--- config.mk ---
export PLATFORM = sky130hd
export DESIGN_NAME = rc_servo_pulse_width_capture
export DESIGN_NICKNAME = d
export VERILOG_FILES = /design/src/rtl/rcspc_pkg.sv /design/src/rtl/rc_servo_pulse_width_capture.sv
export SDC_FILE = /design/constraint.sdc
export NUM_CORES = 1
export LEC_CHECK = 0
export ABC_AREA = 1
export BUFFER_PORTS_ARGS = -buffer_cell sky130_fd_sc_hd__buf_2
export CELL_PAD_IN_SITES_DETAIL_PLACEMENT = 1
export CELL_PAD_IN_SITES_GLOBAL_PLACEMENT = 1
export CORE_UTILIZATION = 49
export DETAILED_ROUTE_END_ITERATION = 8
export GPL_ROUTABILITY_DRIVEN = 0
export PLACE_DENSITY = 0.8
export SYNTH_ARGS = -nofsm -noshare
export SYNTH_HDL_FRONTEND = slang
export SYNTH_SLANG_ARGS = --single-unit
--- constraint.sdc ---
create_clock -name clock -period 13.23 [get_ports clock]
set_input_delay 1.323 -clock clock [delete_from_list [all_inputs] [get_ports clock]]
set_output_delay 1.323 -clock clock [all_outputs]
set_load 0.1 [all_outputs]
--- src/rtl/rcspc_pkg.sv ---
// Package for the RC servo pulse width capture block.
// Holds the item structs, register index codes and reset constants.
// No dependencies.
package rcspc_pkg;

   localparam int CHANNELS   = 7;
   localparam int CHAN_W     = 3;
   localparam int PIN_W      = 7;
   localparam int COUNT_W    = 16;
   localparam int TICK_W     = 8;
   localparam int CSR_IDX_W  = 2;
   localparam int CSR_DATA_W = 16;

   localparam logic [COUNT_W-1:0] COUNTER_TOP_RST   = 16'd65535;
   localparam logic [TICK_W-1:0]  TICK_DURATION_RST = 8'd2;
   localparam logic [COUNT_W-1:0] UPPER_WIDTH_RST   = 16'd2100;
   localparam logic [COUNT_W-1:0] LOWER_WIDTH_RST   = 16'd900;
   localparam logic [COUNT_W-1:0] HELD_WIDTH_RST    = 16'd1500;

   typedef enum logic [CSR_IDX_W-1:0] {
      CSR_COUNTER_TOP   = 2'd0,
      CSR_TICK_DURATION = 2'd1,
      CSR_UPPER_WIDTH   = 2'd2,
      CSR_LOWER_WIDTH   = 2'd3
   } csr_index_type;

   typedef struct packed {
      logic [PIN_W-1:0]   pins;
      logic [COUNT_W-1:0] timer_count;
   } req_item_type;

   typedef struct packed {
      logic [CHAN_W-1:0]  channel;
      logic [COUNT_W-1:0] width;
      logic               accepted;
      logic [COUNT_W-1:0] held_width;
      logic               last;
   } rsp_item_type;

endpackage

--- src/rtl/rc_servo_pulse_width_capture.sv ---
// Top level of the RC servo pulse width capture block.
// Depends on rcspc_pkg for item structs, register codes and constants.
//
// channel  dir  handshake               payload
// req_     in   req_valid / req_stall   req_item  (pins, timer_count)
// rsp_     out  rsp_valid / rsp_stall   rsp_item  (channel, width, accepted, held_width, last)
// csr_     in   csr_we                  csr_index, csr_wdata
//
// An item is taken in any cycle with no falling edge pending. An item with falling edges
// holds the measure register until each has a result: the single tick multiplier turns
// out one result per cycle while the result register is not stalled, lowest channel
// first, and the next item is taken in the cycle the last of them moves to the result
// register. Reset is synchronous and restores registers, start counts and held widths.
// A stalled result register holds; the measure stage, and input with edges pending, wait.
module rc_servo_pulse_width_capture
   import rcspc_pkg::*;
(
   input  logic                  clock,
   input  logic                  reset,
   input  logic                  req_valid,
   output logic                  req_stall,
   input  req_item_type          req_item,
   output logic                  rsp_valid,
   input  logic                  rsp_stall,
   output rsp_item_type          rsp_item,
   input  logic                  csr_we,
   input  logic [CSR_IDX_W-1:0]  csr_index,
   input  logic [CSR_DATA_W-1:0] csr_wdata
);

   logic [COUNT_W-1:0] counter_top_ff;
   logic [TICK_W-1:0]  tick_duration_ff;
   logic [COUNT_W-1:0] upper_width_ff;
   logic [COUNT_W-1:0] lower_width_ff;

   logic [PIN_W-1:0]   prev_pins_ff;
   logic [COUNT_W-1:0] start_count_ff [CHANNELS];
   logic [COUNT_W-1:0] held_width_ff  [CHANNELS];

   // measure stage: falling edges still to report and the sample time
   logic [CHANNELS-1:0] pend_ff, pend_in;
   logic [COUNT_W-1:0]  now_ff;

   logic                rsp_valid_ff;
   rsp_item_type        rsp_item_ff, rsp_item_in;

   logic                advance, fire, accept;
   logic [CHAN_W-1:0]   sel;
   logic [CHANNELS-1:0] sel_onehot, rest;
   logic [COUNT_W-1:0]  start_sel, ticks, width;
   logic [COUNT_W+TICK_W-1:0] product;
   logic                ok;
   logic [CHANNELS-1:0] pins_now, rising, falling;

   // configuration writes
   always_ff @(posedge clock) begin
      if (reset) begin
         counter_top_ff   <= COUNTER_TOP_RST;
         tick_duration_ff <= TICK_DURATION_RST;
         upper_width_ff   <= UPPER_WIDTH_RST;
         lower_width_ff   <= LOWER_WIDTH_RST;
      end else if (csr_we) begin
         case (csr_index)
            CSR_COUNTER_TOP:   counter_top_ff   <= csr_wdata;
            CSR_TICK_DURATION: tick_duration_ff <= csr_wdata[TICK_W-1:0];
            CSR_UPPER_WIDTH:   upper_width_ff   <= csr_wdata;
            CSR_LOWER_WIDTH:   lower_width_ff   <= csr_wdata;
            default: ;
         endcase
      end
   end

   // pick the lowest pending falling edge
   always_comb begin
      sel = '0;
      for (int i = CHANNELS - 1; i >= 0; i--) begin
         if (pend_ff[i]) begin
            sel = CHAN_W'(i);
         end
      end
      sel_onehot = '0;
      sel_onehot[sel] = pend_ff[sel];
      rest = pend_ff & ~sel_onehot;
   end

   assign advance = !rsp_valid_ff || !rsp_stall;
   assign fire    = (pend_ff != '0) && advance;
   assign req_stall = (pend_ff != '0) && !(fire && (rest == '0));
   assign accept  = req_valid && !req_stall;

   assign pins_now = req_item.pins[CHANNELS-1:0];
   assign rising   = pins_now & ~prev_pins_ff[CHANNELS-1:0];
   assign falling  = ~pins_now & prev_pins_ff[CHANNELS-1:0];

   // elapsed ticks, scaled to microseconds, range check
   always_comb begin
      start_sel = start_count_ff[sel];
      if (now_ff < start_sel) begin
         ticks = now_ff + counter_top_ff - start_sel;
      end else begin
         ticks = now_ff - start_sel;
      end
      product = ticks * tick_duration_ff;
      width   = product[COUNT_W-1:0];
      ok      = !(width > upper_width_ff || width < lower_width_ff);

      rsp_item_in.channel    = sel;
      rsp_item_in.width      = width;
      rsp_item_in.accepted   = ok;
      rsp_item_in.held_width = ok ? width : held_width_ff[sel];
      rsp_item_in.last       = (rest == '0);
   end

   always_comb begin
      pend_in = pend_ff;
      if (accept) begin
         pend_in = falling;
      end else if (fire) begin
         pend_in = rest;
      end
   end

   always_ff @(posedge clock) begin
      if (reset) begin
         prev_pins_ff <= '0;
         pend_ff      <= '0;
         rsp_valid_ff <= 1'b0;
         for (int i = 0; i < CHANNELS; i++) begin
            start_count_ff[i] <= '0;
            held_width_ff[i]  <= HELD_WIDTH_RST;
         end
      end else begin
         pend_ff <= pend_in;
         if (accept) begin
            prev_pins_ff <= req_item.pins;
            for (int i = 0; i < CHANNELS; i++) begin
               if (rising[i]) begin
                  start_count_ff[i] <= req_item.timer_count;
               end
            end
         end
         if (fire && ok) begin
            held_width_ff[sel] <= width;
         end
         if (advance) begin
            rsp_valid_ff <= fire;
         end
      end
   end

   // payload registers
   always_ff @(posedge clock) begin
      if (accept) begin
         now_ff <= req_item.timer_count;
      end
      if (fire) begin
         rsp_item_ff <= rsp_item_in;
      end
   end

   assign rsp_valid = rsp_valid_ff;
   assign rsp_item  = rsp_item_ff;

endmodule

==> metrics <==
CTS Sinks approximately 350; Critical Path Max Stage Delay approximately 760 ps; outcome finished, final reports clean; Post-Synth Adder-Cell Area 0.131; slew at the pin closest to its max-slew limit around 1200 ps; Compound-Gate Fraction of Synth Area 0.109; fmax 81.2 MHz; WP data arrival 12490 ps; critical path class reg -> reg; Cells after Synth roughly 2.2k; largest net degree at the start of global routing 62; Detail Route Antenna Nets 0; Fin Clk Skew just under 20 ps; first-pass GRT wire length around 100 mm; Worst-Skew Late Latency between 500 and 600 ps; Worst R2R Start pend_ff[5]; post-synthesis sequential area ratio 0.481; critical path startpoint pend_ff[5]; non-filler instance count after layout ~2.8k; H-tree depth 2; WL final between 60 and 70 mm; most frequent cells in the layout nand2_1 (364), inv_1 (336), nor2_1 (322); Synth Flop Type edfxtp_1; Post-DP HPWL between 40 and 50 mm; most frequent cell on the critical path nand2_1; unique cell type count in the Yosys netlist 53; Final #Nets 2462; number of synthesized flops with an enable pin around 260; final core utilization 0.549; share of layout cells above drive strength 1 0.0996; Final period util 0.930; die height a little over 200 um; I/O Pins between 80 and 90; Ant. Diodes 0; syn nets around 2.4k; Placed Cells roughly 2.7k; clock slew at the register clock pins of the worst setup and hold paths around 60 ps; Setup TNS 0 ps; vias in the first global route roughly 17k; CTS tree built; First-pass DRT Iterations 5; drt drc 0; Clock Path Buffers 3; number of synthesized register bits 348; Worst EP required 13410 ps; kind of cell adding the most delay to the critical path simple AND/OR/NAND/NOR gates; syn_area_per_cell approximately 9 sq um; initial antenna violation count 0; number of vias per cell a little under 6; synthesized cell area approximately 20000 sq um; Setup Viol. Count Final 0; Tmin final approximately 12000 ps; crit path max fanout 20; clock buffer count from CTS 38; simple-gate share of the synthesized area 0.180; die width approximately 200 um; vias 16.2k; unrepaired setup endpoints after global routing false; Initial Util 0.499; Layout area overhead 10.1%; HP Start held_width_ff[6][6]; WP buf/inv 11; CP Launch Type flip-flop; most common cell after layout, fill and taps aside nand2_1; yosys warns 0; maxcap violations 0; max-slew violation count 0; Setup crit end kind flip-flop; CP max stage cell nor4_1; clock root cell clkbuf_16; fraction of synthesized cell area in xor and xnor cells 0.0141; row cnt 73; final global-route overflow total 0; fillcell total roughly 4.6k; largest family of logic cells by synthesized area simple AND/OR/NAND/NOR gates; Async SR Flop Fraction 0; initial DRC count between 1k and 1.5k; CORE AREA 39900 sq um; Slew headroom 0.224; routed wire length per instance around 23 um; IO buf count 84; GRT Total Usage 0.317; Die Area ~41000 sq um; multiplexer share of the synthesized area 0; Hold Fails Final Rpt 0; worst hold path type reg -> reg
## cells in the mapped netlist (5+ instances only)
cell type,n,area (sq um)
nand4_1,7,43.8
edfxtp_1,261,7840
a31oi_1,8,50.1
nand2_1,367,1380
nor3_1,14,70.1
clkbuf_1,48,180
a22o_1,42,368
nor2_2,9,56.3
buf_6,6,67.6
a41oi_1,6,52.6
nor2_1,322,1210
ha_1,87,1090
o21ai_0,120,601
fa_1,76,1520
xor2_1,14,123
nand3_2,5,50.1
o211ai_1,20,150
o21bai_1,10,75.1
nand3b_1,6,45.0
dfxtp_1,87,1740
nand3_1,75,375
nand2_2,23,144
inv_2,20,75.1
xnor2_1,18,158
buf_2,12,60.1
o31ai_1,13,97.6
nor4_1,14,87.6
a221oi_1,7,61.3
inv_1,338,1270
a21oi_1,107,536
## stage by stage
step,worst slack (ps),cell area (sq um),hold slack (ps)
after floorplan,3180,19900,424
after global placement,1750,20800,433
after detailed placement,1050,20800,447
after CTS,845,21900,463
after global routing,56.3,21900,482
final,921,21900,459
## layer usage
| metal | global-route usage | part of all wire |
|---|---|---|
| met3 | 0.0446 | 0.063 |
| met5 | 0 | 0 |
| met1 | 0.403 | 0.40 |
| met4 | 0.117 | 0.038 |
| met2 | 0.547 | 0.50 |
## worst paths after layout
check / endpoint / slack (ps) / cells after the start
min reg2reg: held_width_ff[6][6] / 460 / 2
max reg2reg: held_width_ff[3][2] / 920 / 46
min: held_width_ff[6][6] / 460 / 2
max: held_width_ff[3][2] / 920 / 46
## flip-flops by register name, summed over array words and instances (netlist names)
register,count
counter_top_ff,16
held_width_ff,112
rsp_item,37
prev_pins_ff,7
rsp_valid,1
start_count_ff,112
lower_width_ff,16
upper_width_ff,16
pend_ff,7
tick_duration_ff,8
now_ff,16
## tightest hold or removal path, stage by stage (launching register included)
cell and delay [ps]:
dfxtp_1 320, nand2_1 50, nand3_1 50
## cell families after synthesis
group,Yosys count
fa+ha+maj,163
buf+inv,434
xor+xnor,32
simple gates,854
flops,348
compound gates,356
## area by class of cell
cell class                 instances  area (sq um)  share of cell area
tap                              525           657              0.0300
multi-input combinational       1405          8670               0.396
clock inverter                    15           126             0.00576
sequential                       348          9580               0.437
inverter                         363          1360              0.0622
timing repair buffer              97           518              0.0236
clock buffer                      51          1010              0.0461
## what timing repair did
| item | in CTS | in global routing |
|---|---|---|
| setup buffers | 0 | 0 |
| endpoints found under the setup margin | 0 | 48 |
| hold buffers | 0 | 0 |
| gates resized for setup | 0 | 4 |
Power is not shown: default switching activity piles up to over one toggle a cycle in this logic, so the estimate is an artifact.
